File: src/rtl/assert_macros.svh
// Assertion macros used by the CSV field parser top level.
`ifndef ASSERT_MACROS_SVH
`define ASSERT_MACROS_SVH

// Same-cycle implication, disabled while reset is asserted.
`define ASSERT_IMPLY(label, clk, rst_n, ante, cons) \
    label: assert property (@(posedge clk) disable iff (!rst_n) (ante) |-> (cons)) \
        else $error("assertion failed");

// Next-cycle implication, disabled while reset is asserted.
`define ASSERT_NEXT(label, clk, rst_n, ante, cons) \
    label: assert property (@(posedge clk) disable iff (!rst_n) (ante) |=> (cons)) \
        else $error("assertion failed");

`endif

File: src/rtl/csvp_pkg.sv
// Types and constants shared by the CSV field parser modules.
`timescale 1ns / 1ps

package csvp_pkg;

    localparam logic [7:0] CH_CR        = 8'd13;
    localparam logic [7:0] CH_LF        = 8'd10;
    localparam logic [7:0] CH_NUL       = 8'd0;
    localparam logic [7:0] DELIM_RESET  = 8'd44;
    localparam logic [7:0] QUOTE_RESET  = 8'd34;
    localparam logic [31:0] LINE_RESET  = 32'd1;

    localparam logic [1:0] REG_DELIMITER = 2'd0;
    localparam logic [1:0] REG_QUOTE     = 2'd1;
    localparam logic [1:0] REG_LENIENT   = 2'd2;

    typedef enum logic [1:0] {
        MODE_READ  = 2'd0,
        MODE_QUOTE = 2'd1,
        MODE_SKIP  = 2'd2,
        MODE_DONE  = 2'd3
    } mode_t;

    typedef enum logic [1:0] {
        ERR_NONE           = 2'd0,
        ERR_UNESCAPED      = 2'd1,
        ERR_QUOTE_IN_PLAIN = 2'd2,
        ERR_UNTERMINATED   = 2'd3
    } err_t;

    typedef struct packed {
        logic [7:0] delimiter;
        logic [7:0] quote_char;
        logic       lenient;
    } cfg_t;

    typedef struct packed {
        mode_t       mode;
        logic        in_quotes;
        logic        field_nonempty;
        err_t        err;
        logic [31:0] line;
        logic [31:0] col;
    } state_t;

    typedef struct packed {
        logic [7:0] in_byte;
        logic       at_end;
    } item_t;

    typedef struct packed {
        logic [1:0] count;
        logic [7:0] first;
        logic [7:0] second;
        logic       fend;
        logic       rend;
        logic       done;
    } res_t;

    typedef struct packed {
        res_t        res;
        err_t        err;
        logic [31:0] line;
        logic [31:0] col;
    } result_t;

endpackage

File: src/rtl/csvp_in_stage.sv
// Input register stage of the CSV field parser.
`timescale 1ns / 1ps

module csvp_in_stage
    import csvp_pkg::*;
(
    input  logic  clk,
    input  logic  rst_n,
    input  logic  advance,
    input  logic  in_valid,
    input  item_t in_item,
    output logic  item_valid,
    output item_t item
);

    logic  valid_reg;
    item_t item_reg;

    always_ff @(posedge clk or negedge rst_n)
    begin
        if (!rst_n)
        begin
            valid_reg <= 1'b0;
        end
        else if (advance)
        begin
            valid_reg <= in_valid;
        end
    end

    always_ff @(posedge clk)
    begin
        if (advance && in_valid)
        begin
            item_reg <= in_item;
        end
    end

    assign item_valid = valid_reg;
    assign item       = item_reg;

endmodule

File: src/rtl/csvp_step.sv
// Per-byte parse step: next parser state and result for one item.
`timescale 1ns / 1ps

module csvp_step
    import csvp_pkg::*;
(
    input  cfg_t    cfg,
    input  state_t  st,
    input  item_t   item,
    output state_t  st_next,
    output result_t result
);

    typedef struct packed {
        state_t st;
        res_t   res;
    } ctx_t;

    function automatic ctx_t push_byte(ctx_t x, logic [7:0] b);
        ctx_t y;
        y = x;
        if (y.res.count == 2'd0)
        begin
            y.res.first = b;
        end
        else
        begin
            y.res.second = b;
        end
        y.res.count = y.res.count + 2'd1;
        y.st.field_nonempty = 1'b1;
        return y;
    endfunction

    function automatic ctx_t close_field(ctx_t x, logic row);
        ctx_t y;
        y = x;
        y.res.fend = 1'b1;
        y.st.in_quotes = 1'b0;
        y.st.field_nonempty = 1'b0;
        if (row)
        begin
            y.res.rend = 1'b1;
            y.st.mode = MODE_SKIP;
        end
        return y;
    endfunction

    // Byte handling in read mode; quote test has priority.
    function automatic ctx_t read_byte(ctx_t x, cfg_t c, logic [7:0] b, logic fin);
        ctx_t y;
        logic done_q;
        y = x;
        done_q = 1'b0;
        if (!fin && b == c.quote_char)
        begin
            if (y.st.in_quotes)
            begin
                y.st.mode = MODE_QUOTE;
                done_q = 1'b1;
            end
            else if (!y.st.field_nonempty)
            begin
                y.st.in_quotes = 1'b1;
                done_q = 1'b1;
            end
            else if (!c.lenient)
            begin
                y.st.err = ERR_QUOTE_IN_PLAIN;
                done_q = 1'b1;
            end
        end
        if (!done_q)
        begin
            priority if (y.st.in_quotes && fin)
            begin
                if (c.lenient)
                begin
                    y = close_field(y, 1'b1);
                end
                else
                begin
                    y.st.err = ERR_UNTERMINATED;
                end
            end
            else if (!y.st.in_quotes && !fin && b == c.delimiter)
            begin
                y = close_field(y, 1'b0);
            end
            else if (!y.st.in_quotes && (fin || b == CH_CR || b == CH_LF))
            begin
                y = close_field(y, 1'b1);
            end
            else
            begin
                y = push_byte(y, b);
            end
        end
        return y;
    endfunction

    logic [7:0] b;
    logic       fin;
    ctx_t       x;

    assign b   = item.in_byte;
    assign fin = item.at_end || (item.in_byte == CH_NUL);

    always_comb
    begin
        x.st  = st;
        x.res = '0;
        if (x.st.err == ERR_NONE && x.st.mode != MODE_DONE)
        begin
            // position moves before the byte is parsed
            if (!fin)
            begin
                if (b == CH_LF)
                begin
                    if (x.st.line != '1)
                    begin
                        x.st.line = x.st.line + 32'd1;
                    end
                    x.st.col = '0;
                end
                else if (x.st.col != '1)
                begin
                    x.st.col = x.st.col + 32'd1;
                end
            end
            unique case (x.st.mode)
                MODE_SKIP:
                begin
                    if (fin)
                    begin
                        x.st.mode = MODE_DONE;
                    end
                    else if (b != CH_CR && b != CH_LF)
                    begin
                        x.st.mode = MODE_READ;
                        x.st.in_quotes = 1'b0;
                        x.st.field_nonempty = 1'b0;
                        x = read_byte(x, cfg, b, 1'b0);
                    end
                end
                MODE_QUOTE:
                begin
                    // closing quote seen; decide what follows it
                    priority if (fin || b == cfg.delimiter || b == CH_CR || b == CH_LF)
                    begin
                        x.st.in_quotes = 1'b0;
                        x.st.mode = MODE_READ;
                        x = read_byte(x, cfg, b, fin);
                    end
                    else if (b == cfg.quote_char)
                    begin
                        x = push_byte(x, b);
                        x.st.mode = MODE_READ;
                    end
                    else if (cfg.lenient)
                    begin
                        x = push_byte(x, cfg.quote_char);
                        x = push_byte(x, b);
                        x.st.mode = MODE_READ;
                    end
                    else
                    begin
                        x.st.err = ERR_UNESCAPED;
                    end
                end
                MODE_READ:
                begin
                    x = read_byte(x, cfg, b, fin);
                end
                MODE_DONE:
                begin
                    x = x;
                end
            endcase
            if (x.st.err != ERR_NONE)
            begin
                x.res = '0;
            end
        end
        if (x.st.err == ERR_NONE && x.st.mode == MODE_DONE)
        begin
            x.res.done = 1'b1;
        end
    end

    assign st_next     = x.st;
    assign result.res  = x.res;
    assign result.err  = x.st.err;
    assign result.line = x.st.line;
    assign result.col  = x.st.col;

endmodule

File: src/rtl/csvp_out_stage.sv
// Result register stage of the CSV field parser.
`timescale 1ns / 1ps

module csvp_out_stage
    import csvp_pkg::*;
(
    input  logic    clk,
    input  logic    rst_n,
    input  logic    advance,
    input  logic    res_valid,
    input  result_t res_in,
    output logic    out_valid,
    output result_t res_out
);

    logic    valid_reg;
    result_t res_reg;

    always_ff @(posedge clk or negedge rst_n)
    begin
        if (!rst_n)
        begin
            valid_reg <= 1'b0;
        end
        else if (advance)
        begin
            valid_reg <= res_valid;
        end
    end

    always_ff @(posedge clk)
    begin
        if (advance && res_valid)
        begin
            res_reg <= res_in;
        end
    end

    assign out_valid = valid_reg;
    assign res_out   = res_reg;

endmodule

File: src/rtl/csv_field_parser.sv
// Top level of the byte-serial CSV field parser.
`timescale 1ns / 1ps
`include "assert_macros.svh"
// Usage:
//   Input channel: in_valid / in_stall carry one byte (in_byte) or an end mark
//   (at_end, or a zero byte). Output channel: out_valid / out_stall carry one
//   result per input transfer: up to two content bytes, field/row/input end
//   flags, the sticky error code and the line/column position after the byte.
//   Config channel: cfg_valid / cfg_ready with cfg_index (0 delimiter,
//   1 quote_char, 2 lenient) and cfg_data; always ready. Write only when idle.
// Timing:
//   One input register, then the parse step into the result register. Throughput
//   is one transfer per cycle while no stall holds the pipe; the parse state
//   (mode, quote flags, error, 32-bit counters) updates with each transfer.
// Stall:
//   When the result register holds a transfer and out_stall is high, the whole
//   pipe freezes and in_stall rises in the same cycle.
// Reset:
//   Registers return to comma / double quote / strict, parser in newline-skip
//   mode, line 1, column 0, no error. Both pipe stages come up empty.

module csv_field_parser
    import csvp_pkg::*;
(
    input  logic        clk,
    input  logic        rst_n,

    input  logic        in_valid,
    output logic        in_stall,
    input  logic [7:0]  in_byte,
    input  logic        at_end,

    output logic        out_valid,
    input  logic        out_stall,
    output logic [1:0]  byte_count,
    output logic [7:0]  first_byte,
    output logic [7:0]  second_byte,
    output logic        field_end,
    output logic        row_end,
    output logic        input_done,
    output logic [1:0]  error_code,
    output logic [31:0] line_number,
    output logic [31:0] column_number,

    input  logic        cfg_valid,
    output logic        cfg_ready,
    input  logic [1:0]  cfg_index,
    input  logic [7:0]  cfg_data
);

    cfg_t    cfg_reg;
    state_t  state_reg;
    state_t  state_next;
    item_t   in_item;
    item_t   item;
    logic    item_valid;
    logic    advance;
    result_t step_res;
    result_t res_out;
    logic    res_quiet;
    logic    res_empty;

    // pipe moves unless a held result is stalled
    assign advance   = !out_valid || !out_stall;
    assign in_stall  = !advance;
    assign cfg_ready = 1'b1;

    assign in_item.in_byte = in_byte;
    assign in_item.at_end  = at_end;

    // config registers
    always_ff @(posedge clk or negedge rst_n)
    begin
        if (!rst_n)
        begin
            cfg_reg.delimiter  <= DELIM_RESET;
            cfg_reg.quote_char <= QUOTE_RESET;
            cfg_reg.lenient    <= 1'b0;
        end
        else if (cfg_valid && cfg_ready)
        begin
            unique case (cfg_index)
                REG_DELIMITER: cfg_reg.delimiter  <= cfg_data;
                REG_QUOTE:     cfg_reg.quote_char <= cfg_data;
                REG_LENIENT:   cfg_reg.lenient    <= cfg_data[0];
                default:       cfg_reg            <= cfg_reg;
            endcase
        end
    end

    // parser state advances once per item leaving the input register
    always_ff @(posedge clk or negedge rst_n)
    begin
        if (!rst_n)
        begin
            state_reg.mode           <= MODE_SKIP;
            state_reg.in_quotes      <= 1'b0;
            state_reg.field_nonempty <= 1'b0;
            state_reg.err            <= ERR_NONE;
            state_reg.line           <= LINE_RESET;
            state_reg.col            <= '0;
        end
        else if (advance && item_valid)
        begin
            state_reg <= state_next;
        end
    end

    csvp_in_stage u_in_stage (
        .clk        (clk),
        .rst_n      (rst_n),
        .advance    (advance),
        .in_valid   (in_valid),
        .in_item    (in_item),
        .item_valid (item_valid),
        .item       (item)
    );

    csvp_step u_step (
        .cfg     (cfg_reg),
        .st      (state_reg),
        .item    (item),
        .st_next (state_next),
        .result  (step_res)
    );

    csvp_out_stage u_out_stage (
        .clk       (clk),
        .rst_n     (rst_n),
        .advance   (advance),
        .res_valid (item_valid),
        .res_in    (step_res),
        .out_valid (out_valid),
        .res_out   (res_out)
    );

    assign byte_count    = res_out.res.count;
    assign first_byte    = res_out.res.first;
    assign second_byte   = res_out.res.second;
    assign field_end     = res_out.res.fend;
    assign row_end       = res_out.res.rend;
    assign input_done    = res_out.res.done;
    assign error_code    = res_out.err;
    assign line_number   = res_out.line;
    assign column_number = res_out.col;

    assign res_quiet = input_done || (error_code != ERR_NONE);
    assign res_empty = (byte_count == 2'd0) && !field_end && !row_end;

    // an error, once latched, never changes
    `ASSERT_NEXT(a_err_sticky, clk, rst_n, state_reg.err != ERR_NONE, $stable(state_reg.err))
    // a row end always closes a field
    `ASSERT_IMPLY(a_row_has_field, clk, rst_n, out_valid && row_end, field_end)
    // errored or finished results carry no content
    `ASSERT_IMPLY(a_quiet_result, clk, rst_n, out_valid && res_quiet, res_empty)
    // never more than two content bytes
    `ASSERT_IMPLY(a_count_range, clk, rst_n, out_valid, byte_count != 2'd3)

endmodule
File: config.mk
export PLATFORM = sky130hd
export DESIGN_NAME = csv_field_parser
export DESIGN_NICKNAME = d
export VERILOG_FILES = /design/src/rtl/csvp_pkg.sv /design/src/rtl/csvp_in_stage.sv /design/src/rtl/csvp_step.sv /design/src/rtl/csvp_out_stage.sv /design/src/rtl/csv_field_parser.sv
export VERILOG_INCLUDE_DIRS = /design/src /design/src/rtl
export SDC_FILE = /design/constraint.sdc
export NUM_CORES = 1
export LEC_CHECK = 0
export BUFFER_PORTS_ARGS = -buffer_cell sky130_fd_sc_hd__buf_2
export CORE_ASPECT_RATIO = 0.9
export CORE_UTILIZATION = 50
export DETAILED_ROUTE_END_ITERATION = 12
export PLACE_DENSITY = 0.7
export SETUP_SLACK_MARGIN = 0.02
export SYNTH_ARGS = -nofsm -noshare
export SYNTH_HDL_FRONTEND = slang
export SYNTH_HIERARCHICAL = 1
export SYNTH_SLANG_ARGS = --single-unit
export TNS_END_PERCENT = 100
File: constraint.sdc
create_clock -name clk -period 4.8 [get_ports clk]
set_input_delay 0.72 -clock clk [delete_from_list [all_inputs] [get_ports clk]]
set_output_delay 0.72 -clock clk [all_outputs]
set_load 0.03 [all_outputs]
# [Word level (Yosys, flattened, before mapping)]
# Index checks and enable logic that the tools add are counted.
# Widths: inputs -> output; s select.
[classes] add_sub_neg=2 n_eq_ne=24 n_mux=63 bitwise=1 reduce_logical=43
[ops] cell="$mux 91" n=16
[ops] cell="$pmux 91 s4" n=1
[ops] cell="$mux 32" n=4
[ops] cell="$mux 89" n=1
[ops] cell="$add 32x1->32 const B" n=2
[ops] cell="$mux 64" n=1
[ops] cell="$ne 32x32->1 const B" n=2
[ops] cell="$mux 21" n=2
[ops] cell="$mux 1" n=21
[ops] cell="$mux 2" n=10
[ops] cell="$eq 8x4->1 const B" n=2
[ops] cell="$eq 8x8->1" n=2
[ops] cell="$logic_and 1x1->1" n=16
[ops] cell="$ne 8x4->1 const B" n=2
[ops] cell="$mux 3" n=4
[ops] cell="$mux 4" n=3
[ops] cell="$ne 3x3->1 const B" n=4
[ops] cell="$ne 5x5->1 const B" n=2
[ops] cell="$reduce_and 10->1" n=1
[ops] cell="$eq 2x2->1 const B" n=4
[ops] cell="$logic_not 2->1" n=4
[ops] cell="$logic_not 8->1" n=1
[ops] cell="$logic_or 1x1->1" n=8
[ops] cell="$ne 4x4->1 const B" n=2
[ops] cell="other kinds (8)" n=18
[totals] ff_bits=185 inputBits=24 elab_cells=155

# [Logic depth before layout (Yosys ltp)]
[depth] depth_word=22 depth_mapped=11 depth_no_buf=9

# [Hierarchy]
# The synthesis kept the hierarchy.
[by_module_without_submodules] mod="csv_field_parser" instances=1 cells_per_inst=189 area_per_inst_um2=3310.7 seq_area_each_um2=2185.8
[by_module_without_submodules] mod="csvp_step" instances=1 cells_per_inst=501 area_per_inst_um2=3291.9 seq_area_each_um2=0.0
[by_module_without_submodules] mod="csvp_out_stage" instances=1 cells_per_inst=90 area_per_inst_um2=2660.1 seq_area_each_um2=2637.5
[by_module_without_submodules] mod="csvp_in_stage" instances=1 cells_per_inst=12 area_per_inst_um2=317.8 seq_area_each_um2=295.3

# [Worst setup path after synthesis]
# No wires, ideal clock.
[synth_timing] path_kind="reg-to-reg" from="register state_reg[0] in the netlist's numbering" to="register state_reg[3] in the netlist's numbering" setup_time_ns=0.127 t_arrival_ns=2.585 required_time_ns=4.673 setup_slack_ns=2.087 stages_incl_launch_ff=12 path_buffers=2 period_less_slack_ns=2.713 path_cell_list="dfrtp_1 -> ha_1 -> nand2_1 -> or3_1 -> or4_4 -> and2_4 -> buf_2 -> nand4_1 -> xor2_1 -> nor2_1 -> buf_4 -> mux2_1"
[synth_rtl] item="from (decl)" line_no="csv_field_parser.sv:52" source="state_t state_reg;"
[synth_rtl] item="from (signal assigned)" line_no="csv_field_parser.sv:105" source="state_reg <= state_next;"

==> impl_metrics.ini <==
[global_route]
grt_max_degree = 71
antenna_found_initial = 0
grt_overflow = 0
track_usage_pct = 19.6
grt_pass1_wl_mm = 30.1
grt_pass1_vias = 5719

[finish]
drive_gt1_share_pct = 32.0
fin_nets = 860
area_growth_pct = 8.54
final_cells = 1092
antenna-diode-count = 0
final_core_util_pct = 56.0
largest_reg_flops = 87

[route]
drt_iter0_drc = 465
postRouteAntennaNets = 0
drc_errors = 0
drt_first_pass_iters = 5
detail_route.vias_per_cell = 5.57
drt_wl_total_mm = 18.5
vias = 6081
wl_per_cell_um = 17.0

[logic_synthesis]
yosysWarnings = 6
synth_compound_area_share_pct = 6.57
postSynth.asyncResetShare_pct = 48.1
synth_cells = 792
syn_nets = 818
yosys.area.top_type = edfxtp_1
synth-simple-area-share_pct = 14.7
yosys_most_used_dff = edfxtp_1
yosysUniqueCellTypes = 76
synth_top_family_by_area = simple AND/OR/NAND/NOR gates
synthAdderAreaFrac_pct = 0.261
syn_area_um2 = 9580
ys_ff_latch = 185
synth_area_leaders = edfxtp_1 30%, dfrtp_1 21%, mux2_2 9.6%
avgSynthCellArea_um2 = 12.1
muxShareOfSynthArea_pct = 10.7
synth_edf_count = 96
synth_xor_area_share_pct = 6.77
netlist.area_leader.share_pct = 30.1
yosysSeqAreaShare_pct = 53.4

[critical_path]
critPathMaxFanout = 31
rr_startpoint = u_in_stage/item[5]
worstPathRequired_ns = 5.11
end_kind = register
arrival_ns = 3.49
r2r_setup_slack_ns = 1.62
critPathKind = register to register
rr_worst_depth = 8
r2r-end = state_reg[53]
cp-start-kind = register

[floorplan]
die_width_um = 148
die_h_um = 133
start_util_pct = 51.6
coreArea_um2 = 18600
pin_count = 114
die-area_um2 = 19700
row_count = 47

[clocking]
post_cts_buffers = 0
path_clk_slew_ns = 0.07
ctsResizeCount = 0
ctsRootBufferMaster = clkbuf_16
clock-sinks = 185
worst_skew_pair.late_latency_ns = 0.43
hold_buffers = 0
numCtsBuffers = 17
cts_tree = yes
cts.path.max_buffers = 2
htree_levels = 4

[power]
ir_drop_mv = 0.275
power-per-cell-area_nw_per_um2 = 424
p_leak_nw = 4.34

[timing]
hold_viol = 0
finalCritPeriodShare_pct = 66.3
slew_headroom_pct = 35.3
setup_viol = 0
hold_slack_ns = 0.448
worst_pin_slew_ns = 0.970
fmax_ghz = 0.314
period_needed_ns = 3.18
slew_violations = 0
rsz0062_at_grt = no
skew_ns = 0.0145
tns_ns = 0

[placed_design]
portBuffers = 112
dpl.cell_count = 1060
gp_congestion = 0.881
post-dp-hpwl_mm = 12.3

[hold_path]
worstHoldPathType = input port to asynchronous set/reset pin

[run_status]
outcome = complete, no violations

[job]
cap_viol_max_count = 0
cells by family (layout without fill, tap and decap cells):
kind of cell,count (synthesis),after routing
DFF,185,185
AOI/OAI and AO/OA,85,85
muxes,90,90
xor gates and xnor gates,74,74
adders and majority gates,2,2
buffers and inverters,106,161
other,1,1
and+or+nand+nor,249,249
worst max path at each step:
stage / start / cells past startpoint / slack (ns) / to
2_1_floorplan: state_reg[0] / 11 / 2.09 / state_reg[3]
3_3_place_gp: u_in_stage/item[5] / 8 / 1.69 / state_reg[60]
3_5_place_dp: u_in_stage/item[5] / 8 / 1.63 / state_reg[53]
4_1_cts: u_in_stage/item[5] / 8 / 1.60 / state_reg[53]
5_1_grt: u_in_stage/item[5] / 8 / 1.38 / state_reg[56]
6_report: u_in_stage/item[5] / 8 / 1.62 / state_reg[53]
metrics by stage:
| step | worst slack, ns | area, µm² | power (W) |
|---|---|---|---|
| after floorplan | 2.09 | 9580 | 0.00280 |
| final | 1.62 | 10400 | 0.00441 |
| after CTS | 1.60 | 10400 | 0.00444 |
| after global routing | 1.38 | 10400 | 0.00460 |
| after global placement | 1.69 | 9800 | 0.00301 |
| after detailed placement | 1.63 | 9800 | 0.00301 |
cells in the mapped netlist, types with 10 or more instances:
cell,n
xnor2_1,33
nor3_1,12
clkbuf_1,10
buf_4,72
dfrtp_1,82
nand3_1,19
xor2_1,41
edfxtp_1,96
and3_1,16
o21ai_0,17
nand2_1,52
mux2_2,82
nand4_1,26
a21oi_1,18
inv_1,12
nor2_1,62
routing by layer:
metal	up-vias	GRT usage [%]	wire length [µm]
li1	2901	-	-
met1	2945	28.3	8600
met2	224	29.7	8530
met3	11	4.69	1230
met4	0	4.87	163
met5	-	0	0
power breakdown:
part | total [W] | switching [W] | internal [W]
Clock | 0.00142 | 0.000589 | 0.000832
Sequential | 0.00206 | 0.000178 | 0.00189
Combinational | 0.000921 | 0.000611 | 0.000310
Total | 0.00441 | 0.00138 | 0.00303
worst max-delay path, cell delays in order (launching register included):
cell and delay [ns]:
edfxtp_1 0.50, nor4_4 0.64, and4_4 0.60, nand4_1 0.19, a41o_1 0.31, nor2_2 0.24
nand4_1 0.15, xnor2_1 0.16, mux2_2 0.26
cell usage in the layout, fill, tap and decap left out, types with 12 or more instances in the layout:
| cell type | count |
|---|---|
| nand2_1 | 52 |
| nand4_1 | 26 |
| dfrtp_1 | 82 |
| a21oi_1 | 18 |
| mux2_2 | 82 |
| inv_1 | 12 |
| xnor2_1 | 33 |
| nand3_1 | 19 |
| xor2_1 | 41 |
| o21ai_0 | 17 |
| and3_1 | 16 |
| clkbuf_16 | 17 |
| nor3_1 | 12 |
| edfxtp_1 | 96 |
| nor2_1 | 62 |
| buf_2 | 111 |
layout make-up:
type                    count  area [µm²]
repair buffers            117         601
inverters                  12        45.0
well taps                 245         307
fillers                  1577        8180
flip-flops and latches    185        5120
clock inverters            12         149
clock buffers              20         447
multi-input cells         501        3730
(Power assumes the default switching activity.)
